## config.mk

```make
export PLATFORM = sky130hd
export DESIGN_NAME = ped_ram
export DESIGN_NICKNAME = d
export VERILOG_FILES = /design/src/sv/ped_ram.sv
export SDC_FILE = /design/constraint.sdc
export NUM_CORES = 1
export LEC_CHECK = 0
export CAP_MARGIN = 20
export CORE_MARGIN = 2
export CORE_UTILIZATION = 55
export CTS_BUF_LIST = sky130_fd_sc_hd__clkbuf_4
export CTS_CLUSTER_DIAMETER = 30
export DETAILED_ROUTE_END_ITERATION = 8
export DONT_BUFFER_PORTS = 1
export GPL_ROUTABILITY_DRIVEN = 0
export MAX_ROUTING_LAYER = met4
export PLACE_DENSITY = 0.7
export SETUP_SLACK_MARGIN = 0.2
export SLEW_MARGIN = 15
export SYNTH_ARGS = -nofsm -noshare
export SYNTH_HDL_FRONTEND = slang
export SYNTH_SLANG_ARGS = --single-unit
```

## constraint.sdc

```tcl
create_clock -name clk -period 1.91 [get_ports clk]
set_input_delay 0.2865 -clock clk [delete_from_list [all_inputs] [get_ports clk]]
set_output_delay 0.2865 -clock clk [all_outputs]
set_load 0.02 [all_outputs]
```

## src/sv/ped_ram.sv

```systemverilog
module ped_ram #(
  parameter int Width = 8,
  parameter int Depth = 16
) (
  input  logic                     clk,
  input  logic                     we,
  input  logic [$clog2(Depth)-1:0] waddr,
  input  logic [Width-1:0]         wdata,
  input  logic [$clog2(Depth)-1:0] raddr,
  output logic [Width-1:0]         rdata
);

  logic [Width-1:0] mem [Depth];

  always_ff @(posedge clk) begin
    if (we) begin
      mem[waddr] <= wdata;
    end
    rdata <= mem[raddr];
  end

endmodule

```

==> results of run 1 <==
==> cells by family (layout without fill, tap and decap cells) <==
group,count (synthesis),after routing
AOI/OAI and AO/OA,16,16
and+or+nand+nor,35,35
DFF,136,136
buffers and inverters,10,58
muxes,32,32
==> area by class of cell <==
class	instances	area, um^2
clock buffer	17	127.6
clock inverter	15	224.0
fill	604	3381
multi-input combinational	83	1062
sequential	136	4004
tap	111	138.9
timing repair buffer	26	215.2
==> synthesized netlist by cell type <==
library cell     number
or3b_2                1
buf_2                 3
clkdlybuf4s25_2       3
buf_4                 1
dfxtp_1               8
nand3_1               1
nand3b_1              2
a22oi_1              16
nand2b_1              2
nor3_1                4
edfxtp_1            128
nor2b_1               1
buf_6                 3
mux4_2               18
nand2_1               9
and2_1                1
and2b_1               1
nor2_1               13
mux4_1               14
==> per-layer routing <==
metal  global-route usage  vias up  part of all wire
li1                     -     1046                 -
met1               0.2963     1248              0.42
met2               0.3333      114              0.50
met3              0.06103       12             0.068
met4              0.07587        0             0.017
met5                    -        -                 0
==> worst register-to-register path, stage by stage (launching register included) <==
cell      delay, ns
edfxtp_1       0.38
mux4_1         0.54
a22oi_1        0.25
nand2_1        0.13
==> how the worst min path moves through the flow <==
| stage | slack (ns) | cells after the start | end | start |
|---|---|---|---|---|
| floorplan | 0.39 | 0 | mem[0][0] | wdata[0] |
| global placement | 0.39 | 0 | mem[4][4] | wdata[4] |
| detailed placement | 0.39 | 0 | mem[4][4] | wdata[4] |
| CTS | 0.02 | 3 | rdata[0] | raddr[1] |
| global route | 0.05 | 3 | rdata[3] | raddr[1] |
| finish | 0.06 | 3 | rdata[0] | raddr[1] |
==> power groups by stage <==
stage / Clock [mW] / Combinational [mW] / Sequential, mW
6_report: 2.22 / 0.237 / 3.38
5_1_grt: 2.36 / 0.257 / 3.39
3_5_place_dp: 0 / 0.186 / 3.45
3_3_place_gp: 0 / 0.185 / 3.45
2_1_floorplan: 0 / 0.170 / 3.44
4_1_cts: 2.27 / 0.240 / 3.38
==> flip-flops by register name, indices dropped and copies added (netlist names) <==
signal and count:
mem 128, rdata 8
==> per-stage QoR <==
stage,util,worst slack (ns)
3_5_place_dp,0.5835,0.4586
5_1_grt,0.6306,0.3914
3_3_place_gp,0.5835,0.4810
6_report,0.6306,0.4953
4_1_cts,0.6306,0.4946
2_1_floorplan,-,0.3574
==> timing repair <==
item	4_1_cts	5_1_grt
endpoints found under the hold margin	128	0
hold buffers	8	0
setup endpoints to repair	0	0
==> metrics.cfg, run 1 <==
[drt]
drtIter0Drc=207
firstDrtPassIters=5
drt-vias-per-instance=6.237
wl_um=9730
drc=0
wire_per_inst_um=25.08
route.vias.total=2420
ant_nets=0

[finish]
layout-drive-gt1-share=0.2491
layout.nets=282
area_growth_syn_to_layout_pct=12.13
fin_area_um2=5772
stdcell_count=388
layout_commonest_cell=edfxtp_1
antenna-diode-count=0
final_cell_mix=128 x edfxtp_1, 18 x mux4_2, 18 x buf_4, 17 x clkbuf_4, 16 x a22oi_1

[timing]
hold_ws_ns=0.06242
finalSetupViolations=0
fin_crit_ns=1.415
slew_violations=0
fin_tns_setup_ns=0
fin_crit_sh=0.7407
rsz0062_at_grt=false
hold_viol=0
clock.fmax_ghz=0.7068
worst_pin_slew_ns=0.6493
skew_ns=0.01304
slew_headroom=0.5657

[place]
place_inst=348
dpl.hpwl_um=5859
io_buffers=0
placed_area_um2=5340

[worst_setup_path]
worst-path-max-fanout=1
max_stage_delay_ns=0.54
crit_path_end_kind=register
cp_num_buf_inv=0
start_kind=register
crit_end=rdata[5]
rr_endpoint=rdata[5]
path_depth=3
path_cells=mux4_1, a22oi_1, nand2_1
cp_data_arrival_time_ns=1.79
r2r_setup_slack_ns=0.50
crit_required_ns=2.29
crit_start=mem[9][5]
path_class=reg -> reg
worst-r2r-cell-count=3
critical_path.top_delay_family=multiplexers
slowest_stage=mux4_1
crit-reg2reg-launch=mem[9][5]

[synthesis]
synth_top_family_by_area=multiplexers
synth_compound_gate_area_share=0.02333
synth-simple-area-share=0.03184
ys_types=19
syn_area_um2=5147
ys_seq_elements=136
syn-instance-count=229
synth_top_area_share=0.7467
ys_warn_count=0
yosys-top-cells-area=edfxtp_1 75%, mux4_2 7.9%, mux4_1 7.1%
ys_seq_area_frac=0.7778
synth_top_area_cell=edfxtp_1
synth.mux.area_fraction=0.1502
synth_fp_nets=247
syn_area_per_cell_um2=22.48
synthXorXnorAreaFrac=0
synth_fa_ha_area_frac=0

[power]
p_leak_nw=1.897
finalPower_mw=5.834
switching_power_mw=1.210
p_clk_frac=0.380
irDropWorstVdd_mv=0.4538
internal-power_mw=4.624
combPwrFrac=0.041
netSwitchingFraction=0.2074
p_seq_frac=0.580
power.density_nw_per_um2=1011

[status]
status=finished clean

[clocking]
cts-resized-gates=0
numCtsBuffers=17
clockBufferDepth=2
cts_setup_buffers=0
path_clk_slew_ns=0.11
cts-root-buf=clkbuf_4
cts-htree-levels=4
cts_tree=yes
insertion_delay_ns=0.51
cts.sinks=136

[floorplan]
placementRows=35
die_y_um=100.7
start_util=0.5624
die_x_um=100.7
floorplan.core_area_um2=9153
dieArea_um2=10150
pin_count=26

[global_route]
grt_usage=0.2213
grt_max_degree=33
grt_antenna_before_repair=0
grt_pass1_vias=2522
grt_pass1_wl_um=14750
gr-total-overflow=0

[hold_path]
hold_class=in -> reg

[run]
cap_viol_max_count=0

No activity file was read; power rests on OpenSTA's default activity.
==> inputs of run 2 (changes only) <==
- PLACE_DENSITY: 0.7 -> 0.73
- clock period: 1.91 -> 1.2 ns (I/O delays scaled with it)
==> run 2 against run 1 <==
The flow now finishes with violations (negative hold slack, negative setup slack). Wire length decreased by 4.5%. Global-route usage shrank 1.1 points. Register-to-register slack worse by 0.60 ns. First-iteration DRC count is 26% lower. Critical path depth unchanged. Largest power group unchanged. Highest routed layer unchanged.
==> metrics.cfg, run 2 (synthesis gave the netlist of run 1 again) <==
[status]
status=finished, violations left
violations=negative hold slack, negative setup slack

[place]
io_buffers=0
dpl.hpwl_um=5737

[worst_setup_path]
crit_path_end_kind=register
worst-r2r-cell-count=3
path_class=reg -> reg
crit_required_ns=1.59
cp_data_arrival_time_ns=1.69
crit-reg2reg-launch=mem[8][4]
crit_start=mem[8][4]
start_kind=register
worst-path-max-fanout=1
r2r_setup_slack_ns=-0.10

[drt]
drtIter0Drc=154
route.vias.total=2320
drc=0
wl_um=9292
wire_per_inst_um=24.14
ant_nets=0
firstDrtPassIters=4
drt-vias-per-instance=6.026

[finish]
area_growth_syn_to_layout_pct=16.38
top_register=mem
top_regs=mem: 128 flops, rdata: 8 flops
antenna-diode-count=0
layout-drive-gt1-share=0.4051
final_core_util=0.6545
fill_cells=597
layout_commonest_cell=edfxtp_1
largest_reg_flops=128
final_cell_mix=128 x edfxtp_1, 32 x mux4_2, 18 x clkbuf_4, 11 x buf_12
layout.nets=279

[power]
internal-power_mw=7.016
p_leak_nw=1.879
finalPower_mw=8.963
netSwitchingFraction=0.2173
p_seq_frac=0.601
p_clk_frac=0.349
irDropWorstVdd_mv=0.6523
switching_power_mw=1.947
power.density_nw_per_um2=1496
combPwrFrac=0.049

[floorplan]
floorplan.core_area_um2=9153
start_util=0.5624
die_x_um=100.7
pin_count=26
placementRows=35
dieArea_um2=10150
die_y_um=100.7

[global_route]
grt_max_degree=33
grt_pass1_vias=2391
grt_pass1_wl_um=14010
grt_usage=0.2103
grt_antenna_before_repair=0
gr-total-overflow=0

[clocking]
cts_setup_buffers=0
path_clk_slew_ns=0.13
numCtsBuffers=17
clockBufferDepth=2
insertion_delay_ns=0.50
cts.sinks=136
cts_hold_buf=10
cts_tree=yes
cts-htree-levels=4
cts-root-buf=clkbuf_4

[timing]
clock.fmax_ghz=0.7690
hold_ws_ns=-0.01962
fin_crit_ns=1.300
hold_viol=5
worst_pin_slew_ns=0.8852
rsz0062_at_grt=true
slew_violations=0
slew_headroom=0.4086
timing.final.ws_setup_ns=-0.1003
fin_tns_setup_ns=-0.4175
finalSetupViolations=8
skew_ns=0.01993
fin_crit_sh=1.084

[hold_path]
holdPathStages=3
hold_class=in -> reg
hp-start=raddr[1]

[run]
cap_viol_max_count=0

[run 2: power groups by stage]
| stage | clock [mW] | sequential [mW] | combinational [mW] |
|---|---|---|---|
| after global placement | 0 | 5.49 | 0.326 |
| after global routing | 3.38 | 5.40 | 0.474 |
| final | 3.13 | 5.39 | 0.443 |
| after floorplan | 0 | 5.47 | 0.316 |
| after detailed placement | 0 | 5.49 | 0.331 |
| after CTS | 3.19 | 5.39 | 0.436 |
[run 2: what timing repair did]
item	4_1_cts	5_1_grt
setup endpoints to repair	16	48
gates cloned	0	0
endpoints found under the hold margin	168	8
gates resized for setup	18	10
pin swaps	3	1
[run 2: critical path, stage by stage (launching register included)]
cell      delay, ns
edfxtp_1       0.41
mux4_2         0.48
a22oi_2        0.22
nand2_1        0.07
[run 2: through the flow]
stage	setup WS (ns)	instance area [um^2]	std cells	hold slack, ns
2_1_floorplan	-0.08301	5250	229	0.2789
3_3_place_gp	-0.09266	5504	343	0.2798
3_5_place_dp	-0.1539	5504	343	0.2797
4_1_cts	-0.1158	5954	385	-0.06188
5_1_grt	-0.1208	5991	385	-0.05133
6_report	-0.1003	5991	385	-0.01962
[run 2: cell type report]
cell class / instances / area (um^2) / share of cell area
Sequential cell: 136 / 4034 / 0.6733
Multi-Input combinational cell: 83 / 1167 / 0.1949
Timing Repair Buffer: 23 / 340.3 / 0.05681
Clock inverter: 14 / 175.2 / 0.02924
Tap cell: 111 / 138.9 / 0.02318
Clock buffer: 18 / 135.1 / 0.02256
[run 2: worst paths after layout]
check                  end
setup reg to reg  rdata[4]
hold reg to reg   rdata[7]
setup / recovery  rdata[4]
hold / removal    rdata[3]
[run 2: layer usage]
layer	part of all wire	vias up	track usage	wire length, um
met2	0.52	96	0.3262	4804
met1	0.39	1176	0.2674	3596
met3	0.082	11	0.05895	763
met5	0	-	-	0
li1	-	1037	-	-
met4	0.014	0	0.08219	127
