<file path="config.mk">
export PLATFORM = sky130hd
export DESIGN_NAME = ped_dist
export DESIGN_NICKNAME = d
export VERILOG_FILES = /design/src/sv/ped_pkg.sv /design/src/sv/ped_dist.sv
export SDC_FILE = /design/constraint.sdc
export NUM_CORES = 2
export LEC_CHECK = 0
export ABC_CLOCK_PERIOD_IN_PS = 30800
export BUFFER_PORTS_ARGS = -buffer_cell sky130_fd_sc_hd__buf_2
export CAP_MARGIN = 10
export CORE_MARGIN = 10
export CORE_UTILIZATION = 60
export DETAILED_ROUTE_END_ITERATION = 6
export GPL_ROUTABILITY_DRIVEN = 1
export GPL_TIMING_DRIVEN = 0
export PLACE_DENSITY = 0.83
export SLEW_MARGIN = 20
export SYNTH_ARGS = -nofsm -noshare
export SYNTH_HDL_FRONTEND = slang
export SYNTH_SLANG_ARGS = --single-unit
</file>
<file path="constraint.sdc">
create_clock -name clk -period 30.8 [get_ports clk]
set_input_delay 3.08 -clock clk [delete_from_list [all_inputs] [get_ports clk]]
set_output_delay 3.08 -clock clk [all_outputs]
set_load 0.05 [all_outputs]
</file>
<file path="src/sv/ped_pkg.sv">
package ped_pkg;

  localparam int MaxWidth = 4096;
  localparam int PalDepth = 128;
  localparam int XW       = $clog2(MaxWidth);
  localparam int PalAw    = $clog2(PalDepth);
  localparam int ErrW     = 20;
  localparam int DiffW    = 20;
  localparam int WtW      = 26;
  localparam int SqW      = 2 * DiffW;
  localparam int ProdW    = DiffW + WtW;
  localparam int DistW    = SqW + WtW + 2;

  // 512 * 65535 and 1024 * 65535
  localparam logic [WtW-1:0] BaseWt  = 26'd33553920;
  localparam logic [WtW-1:0] GreenWt = 26'd67107840;

  localparam logic OP_PAL   = 1'b0;
  localparam logic OP_PIXEL = 1'b1;

  localparam logic [1:0] REG_WIDTH   = 2'd0;
  localparam logic [1:0] REG_HEIGHT  = 2'd1;
  localparam logic [1:0] REG_PAL_LEN = 2'd2;

  typedef struct packed {
    logic        op;
    logic [6:0]  entry_index;
    logic [15:0] red;
    logic [15:0] green;
    logic [15:0] blue;
    logic [15:0] alpha;
  } in_item_t;

  typedef struct packed {
    logic [15:0] out_red;
    logic [15:0] out_green;
    logic [15:0] out_blue;
    logic [15:0] out_alpha;
    logic [6:0]  chosen_entry;
    logic        frame_end;
  } out_item_t;

  typedef struct packed {
    logic [15:0] r;
    logic [15:0] g;
    logic [15:0] b;
  } color_t;

  typedef struct packed {
    logic [ErrW-1:0] r;
    logic [ErrW-1:0] g;
    logic [ErrW-1:0] b;
  } work_t;

  typedef struct packed {
    logic [ErrW-1:0] right;
    logic [ErrW-1:0] down;
    logic [ErrW-1:0] left;
    logic [ErrW-1:0] diag;
  } share_t;

  typedef enum logic [3:0] {
    ST_CLEAR,
    ST_IDLE,
    ST_SUM,
    ST_PREAD,
    ST_START,
    ST_WAIT,
    ST_ERR,
    ST_ERR2,
    ST_OUT
  } state_t;

  function automatic logic [ErrW-1:0] sat20(input logic signed [25:0] v);
    if (v > 26'sd524287) return 20'h7FFFF;
    if (v < -26'sd524288) return 20'h80000;
    return v[ErrW-1:0];
  endfunction

  // divide by 16, truncating toward zero
  function automatic logic signed [20:0] div16(input logic signed [24:0] v);
    logic signed [24:0] t;
    t = v + $signed({21'd0, {4{v[24]}}});
    return $signed(t[24:4]);
  endfunction

  function automatic logic [ErrW-1:0] add_sat(input logic [15:0] v,
                                              input logic signed [ErrW-1:0] a,
                                              input logic signed [ErrW-1:0] b);
    logic signed [25:0] s;
    s = $signed({10'd0, v}) + 26'(a) + 26'(b);
    return sat20(s);
  endfunction

  function automatic share_t diffuse(input logic signed [ErrW-1:0] w,
                                     input logic [15:0] p,
                                     input logic signed [ErrW-1:0] carry,
                                     input logic signed [ErrW-1:0] prev);
    logic signed [20:0] d;
    logic signed [24:0] d25;
    share_t s;
    d     = $signed({w[ErrW-1], w}) - $signed({5'd0, p});
    d25   = 25'(d);
    s.right = sat20(26'(div16(d25 * 25'sd7)));
    s.down  = sat20(26'(div16(d25 * 25'sd5)) + 26'(carry));
    s.left  = sat20(26'(prev) + 26'(div16(d25 * 25'sd3)));
    s.diag  = sat20(26'(div16(d25)));
    return s;
  endfunction

  function automatic color_t pal_default(input logic [PalAw-1:0] i);
    color_t c;
    c = '0;
    if (int'(i) == 1) c = '{16'hFFFF, 16'hFFFF, 16'hFFFF};
    if (int'(i) == 2) c.r = 16'hFFFF;
    if (int'(i) == 3) c.g = 16'hFFFF;
    if (int'(i) == 4) c.b = 16'hFFFF;
    return c;
  endfunction

endpackage

</file>
<file path="src/sv/ped_dist.sv">
module ped_dist (
  input  logic                     clk,
  input  logic                     rst_n,
  input  logic                     start,
  input  ped_pkg::work_t           w,
  input  ped_pkg::color_t          p,
  output logic                     done,
  output logic [ped_pkg::DistW-1:0] dist_val
);
  import ped_pkg::*;

  logic [3:0]       ph_r, ph_nxt;
  logic             done_r;
  logic [DiffW-1:0] dr_r, dg_r, db_r;
  logic [WtW-1:0]   wr_r, wb_r;
  logic [SqW-1:0]   sqr_r, sqg_r, sqb_r;
  logic [ProdW-1:0] prod_r;
  logic [DistW-1:0] acc_r;
  logic [DiffW-1:0] mul_a;
  logic [WtW-1:0]   mul_b;
  logic signed [20:0] sum_r, m_half;
  logic [DistW-1:0] prod_hi;

  function automatic logic [DiffW-1:0] absd(input logic signed [ErrW-1:0] a,
                                            input logic [15:0] b);
    logic signed [20:0] t;
    t = $signed({a[ErrW-1], a}) - $signed({5'd0, b});
    return t[20] ? DiffW'(-t) : t[DiffW-1:0];
  endfunction

  // redmean term, halved with truncation toward zero
  assign sum_r  = $signed({w.r[ErrW-1], w.r}) + $signed({5'd0, p.r});
  assign m_half = (sum_r + $signed({20'd0, sum_r[20]})) >>> 1;

  always_comb begin
    ph_nxt = ph_r;
    if (ph_r == 4'd0) begin
      if (start) ph_nxt = 4'd1;
    end else if (ph_r == 4'd10) begin
      ph_nxt = 4'd0;
    end else begin
      ph_nxt = ph_r + 4'd1;
    end
  end

  always_comb begin
    mul_a = '0;
    mul_b = '0;
    case (ph_r)
      4'd1: begin mul_a = dr_r;             mul_b = WtW'(dr_r); end
      4'd2: begin mul_a = dg_r;             mul_b = WtW'(dg_r); end
      4'd3: begin mul_a = db_r;             mul_b = WtW'(db_r); end
      4'd4: begin mul_a = sqr_r[SqW-1:DiffW]; mul_b = wr_r;     end
      4'd5: begin mul_a = sqr_r[DiffW-1:0];   mul_b = wr_r;     end
      4'd6: begin mul_a = sqg_r[SqW-1:DiffW]; mul_b = GreenWt;  end
      4'd7: begin mul_a = sqg_r[DiffW-1:0];   mul_b = GreenWt;  end
      4'd8: begin mul_a = sqb_r[SqW-1:DiffW]; mul_b = wb_r;     end
      4'd9: begin mul_a = sqb_r[DiffW-1:0];   mul_b = wb_r;     end
      default: begin mul_a = '0; mul_b = '0; end
    endcase
  end

  assign prod_hi = DistW'({prod_r, {DiffW{1'b0}}});

  always_ff @(posedge clk) begin
    if (!rst_n) begin
      ph_r   <= 4'd0;
      done_r <= 1'b0;
    end else begin
      ph_r   <= ph_nxt;
      done_r <= (ph_r == 4'd10);
    end
  end

  always_ff @(posedge clk) begin
    if (ph_r == 4'd0 && start) begin
      dr_r <= absd(w.r, p.r);
      dg_r <= absd(w.g, p.g);
      db_r <= absd(w.b, p.b);
      wr_r <= WtW'($signed({1'b0, BaseWt}) + 27'(m_half));
      wb_r <= WtW'($signed({1'b0, BaseWt}) + 27'sd65534 - 27'(m_half));
    end
    prod_r <= {{WtW{1'b0}}, mul_a} * {{DiffW{1'b0}}, mul_b};
    case (ph_r)
      4'd2: sqr_r <= prod_r[SqW-1:0];
      4'd3: sqg_r <= prod_r[SqW-1:0];
      4'd4: sqb_r <= prod_r[SqW-1:0];
      4'd5: acc_r <= prod_hi;
      4'd7, 4'd9: acc_r <= acc_r + prod_hi;
      4'd6, 4'd8, 4'd10: acc_r <= acc_r + DistW'(prod_r);
      default: ;
    endcase
  end

  assign done     = done_r;
  assign dist_val = acc_r;

endmodule

</file>
==> flow_summary.toml <==
[status]
status = "finished, final reports clean"

[detailed_routing]
post_detailed_route_wirelength_per_cell_um = 22.4
vias = 34507
drt_first_pass_iters = 6
vias_per_cell = 6.13
drt_first_iter_violations = 3110
finalWirelength_mm = 126
drcViolationCount = 0
detail-route-antenna-nets = 0

[synth]
postSynthRegisterBits = 350
synth_compound_area_share_pct = 14.8
yosysUniqueCellTypes = 103
count_of_synthesis_stage_warnings_from_yosys = 0
mapped_nets = 5350
synth.area.top_cells = "sky130_fd_sc_hd__edfxtp_1, sky130_fd_sc_hd__fa_1, sky130_fd_sc_hd__ha_1"
synth_most_common_cell = "sky130_fd_sc_hd__inv_1"
yosysSeqAreaShare_pct = 24.5
netlist.area_leader.share_pct = 22.0
synth_top_flop_cell = "sky130_fd_sc_hd__edfxtp_1"
adder_cell_area_share_of_the_yosys_netlist_pct = 31.0
synth_xor_xnor_area_share_pct = 6.57
synth_simple_gate_area_share_pct = 15.3
yosysTopAreaCell = "sky130_fd_sc_hd__edfxtp_1"
synth-edff-count = 299
dominant_combinational_cell_family_by_area_after_synthesis = "adder cells"
muxShareOfSynthArea_pct = 0.0796
syn-instance-count = 4486
synth_area_mm2 = 0.0409
synth-async-reset-ratio_pct = 0
average_cell_area_after_synthesis_um2 = 9.11
yosys-top-cells-count = "sky130_fd_sc_hd__inv_1, sky130_fd_sc_hd__nand2_1, sky130_fd_sc_hd__fa_1"

[global_routing]
wire_length_of_the_first_global_routing_pass_mm = 194
overflow_left_after_global_routing = 0
pin_count_of_the_biggest_net_entering_global_routing = 50
gr-usage-all-layers_pct = 31.9
first_global_vias = 34907
grt_antenna_before_repair = 3

[clock_tree]
post-cts-setup-buffer-count = 0
clock_transition_at_path_regs_ns = 0.06
clk-insertion-delay-late_ns = 0.59
cts_inserted_buffers = 39
cts.path.max_buffers = 3
clock_tree.htree_level_count = 2
cts_repair_resize_count = 0
tritoncts_sinks = 350
clock_tree.root_cell = "sky130_fd_sc_hd__clkbuf_16"
cts_tree = "done"
cts_hold_repair.buffers = 0

[timing]
slew-limit-headroom_pct = 23.6
finalHoldViolations = 0
post-route-period-util_pct = 37.5
timing.clock.skew_ns = 0.0194
worst-slew-pin-transition_ns = 1.14
final.min_clock_period_ns = 11.55
maxClockFrequency_ghz = 0.0866
worst_hold_slack_ns = 0.590
setup-tns-final_ns = 0
final_max_slew_viol_count = 0
finalSetupViolations = 0
rsz0062_at_grt = "no"

[finish]
final_design_area_no_fill_mm2 = 0.0445
nFillCells = 5417
fin_cells = 5629
layout.nets = 5589
syn2layout_area_growth_pct = 8.79
layout.area.seq_mm2 = 0.0100
layout-drive-gt1-share_pct = 7.84
multi_input_comb_area_mm2 = 0.0278

[hold_path]
min_path_type = "register to register"

[setup_path]
critical_path.endpoint_type = "register"
critical_path_required_ns = 31.29
worstSetupPathType = "register to register"
path_common_cell = "sky130_fd_sc_hd__fa_1"
cp_slowest_stage_delay_ns = 0.96
worst-path-max-fanout = 49
worst_ep_arrival_time_ns = 12.04
critical_path.startpoint_type = "register"
timing.critical_path.slowest_stage_cell = "sky130_fd_sc_hd__a2111oi_0"

[flow_run]
maxCapViolCount = 0

[die]
pin_count = 180
core_area_mm2 = 0.0674
num_rows = 95
initial_cell_density_of_the_core_pct = 60.6
die_area_mm2 = 0.0789
dieHeight_um = 281
die_w_um = 281

[power]
pwr_density_cell_mw_per_mm2 = 56.1
finalPower_uw = 2490
total_leakage_power_uw = 0.0205
max-vdd-ir-drop_v = 0.0000501

[placed_design]
gpl.final_weighted_congestion = 0.998
dp.cells = 5557
place.port_buffers = 177
place.detailed.hpwl_mm = 101
placement.cell_area_mm2 = 0.0432
[final timing paths]
path / from / end / slack, ns / depth (start not counted)
hold / removal: prod_r[2]$_DFF_P_ / sqb_r[2]$_DFFE_PN_ / 0.59 / 0
setup reg to reg: ph_r[1]$_SDFFE_PN0P_ / prod_r[38]$_DFF_P_ / 19.25 / 34
hold reg to reg: prod_r[2]$_DFF_P_ / sqb_r[2]$_DFFE_PN_ / 0.59 / 0
setup / recovery: ph_r[1]$_SDFFE_PN0P_ / prod_r[38]$_DFF_P_ / 19.25 / 34
[registers in the layout, indices dropped and copies added (netlist names)]
name / count
db_r: 20
dg_r: 20
dist_val: 68
done: 1
dr_r: 20
ph_r: 4
prod_r: 46
sqb_r: 40
sqg_r: 40
sqr_r: 40
wb_r: 25
wr_r: 26
[through the flow]
step	setup WS [ns]	utilization, %
after floorplan	19.47	-
after global routing	18.71	66.0
after global placement	17.14	63.6
after CTS	19.54	65.9
final	19.25	66.0
after detailed placement	19.59	64.0
[power breakdown]
part / switching (uW) / leakage [uW] / internal, uW
registers: 93.6 / 0.00321 / 607
clock network: 212 / 0.000601 / 263
logic: 827 / 0.0167 / 490
[worst max-delay path: cells and delay by family (launching register included)]
family / cells / cell delay, ns
flip-flops: 1 / 0.31
adder cells (fa/ha/maj): 8 / 3.96
XOR/XNOR: 1 / 0.20
AO/OA/AOI/OAI: 7 / 2.42
buffers and inverters: 9 / 2.22
AND/OR/NAND/NOR: 9 / 2.32
[layout make-up]
| class | instances | share of cell area [%] |
|---|---|---|
| Timing Repair Buffer | 198 | 2.51 |
| Tap cell | 873 | 2.46 |
| Buffer | 180 | 1.62 |
| Antenna cell | 1 | 0.00563 |
| Sequential cell | 350 | 22.5 |
| Clock inverter | 20 | 0.507 |
| Clock buffer | 51 | 2.36 |
| Multi-Input combinational cell | 3305 | 62.5 |
| Inverter | 651 | 5.50 |
[logic make-up (layout without fill, tap and decap cells)]
family	after synthesis	in the layout
AOI/OAI and AO/OA	880	880
buffers and inverters	831	1100
and+or+nand+nor	1371	1371
xor gates and xnor gates	299	299
other	0	1
muxes	2	2
DFF	350	350
adders and majority gates	753	753
[layer usage]
layer	vias up	part of all wire, %	global-route usage [%]
met5	-	0.010	0
met4	2	6.1	16.9
li1	15524	-	-
met1	16720	37	38.7
met3	438	11	7.53
met2	1823	46	52.2
[cells in the final DEF, fill, tap and decap left out, drive strengths merged, types with 20 or more instances in the layout]
cell type / count
nor2: 374
a21o: 108
nand2: 560
o21ai: 166
a21oi: 195
fa: 434
a211oi: 31
nand2b: 35
nor2b: 34
nand3: 64
o21a: 31
xor2: 104
buf: 215
clkbuf: 214
ha: 319
nand4: 28
o21bai: 20
and3: 41
dfxtp: 51
or2: 23
and2: 50
nor3: 69
a22oi: 102
inv: 655
a31oi: 27
edfxtp: 299
or3: 31
xnor2: 195
No activity file was read; power rests on OpenSTA's default activity.
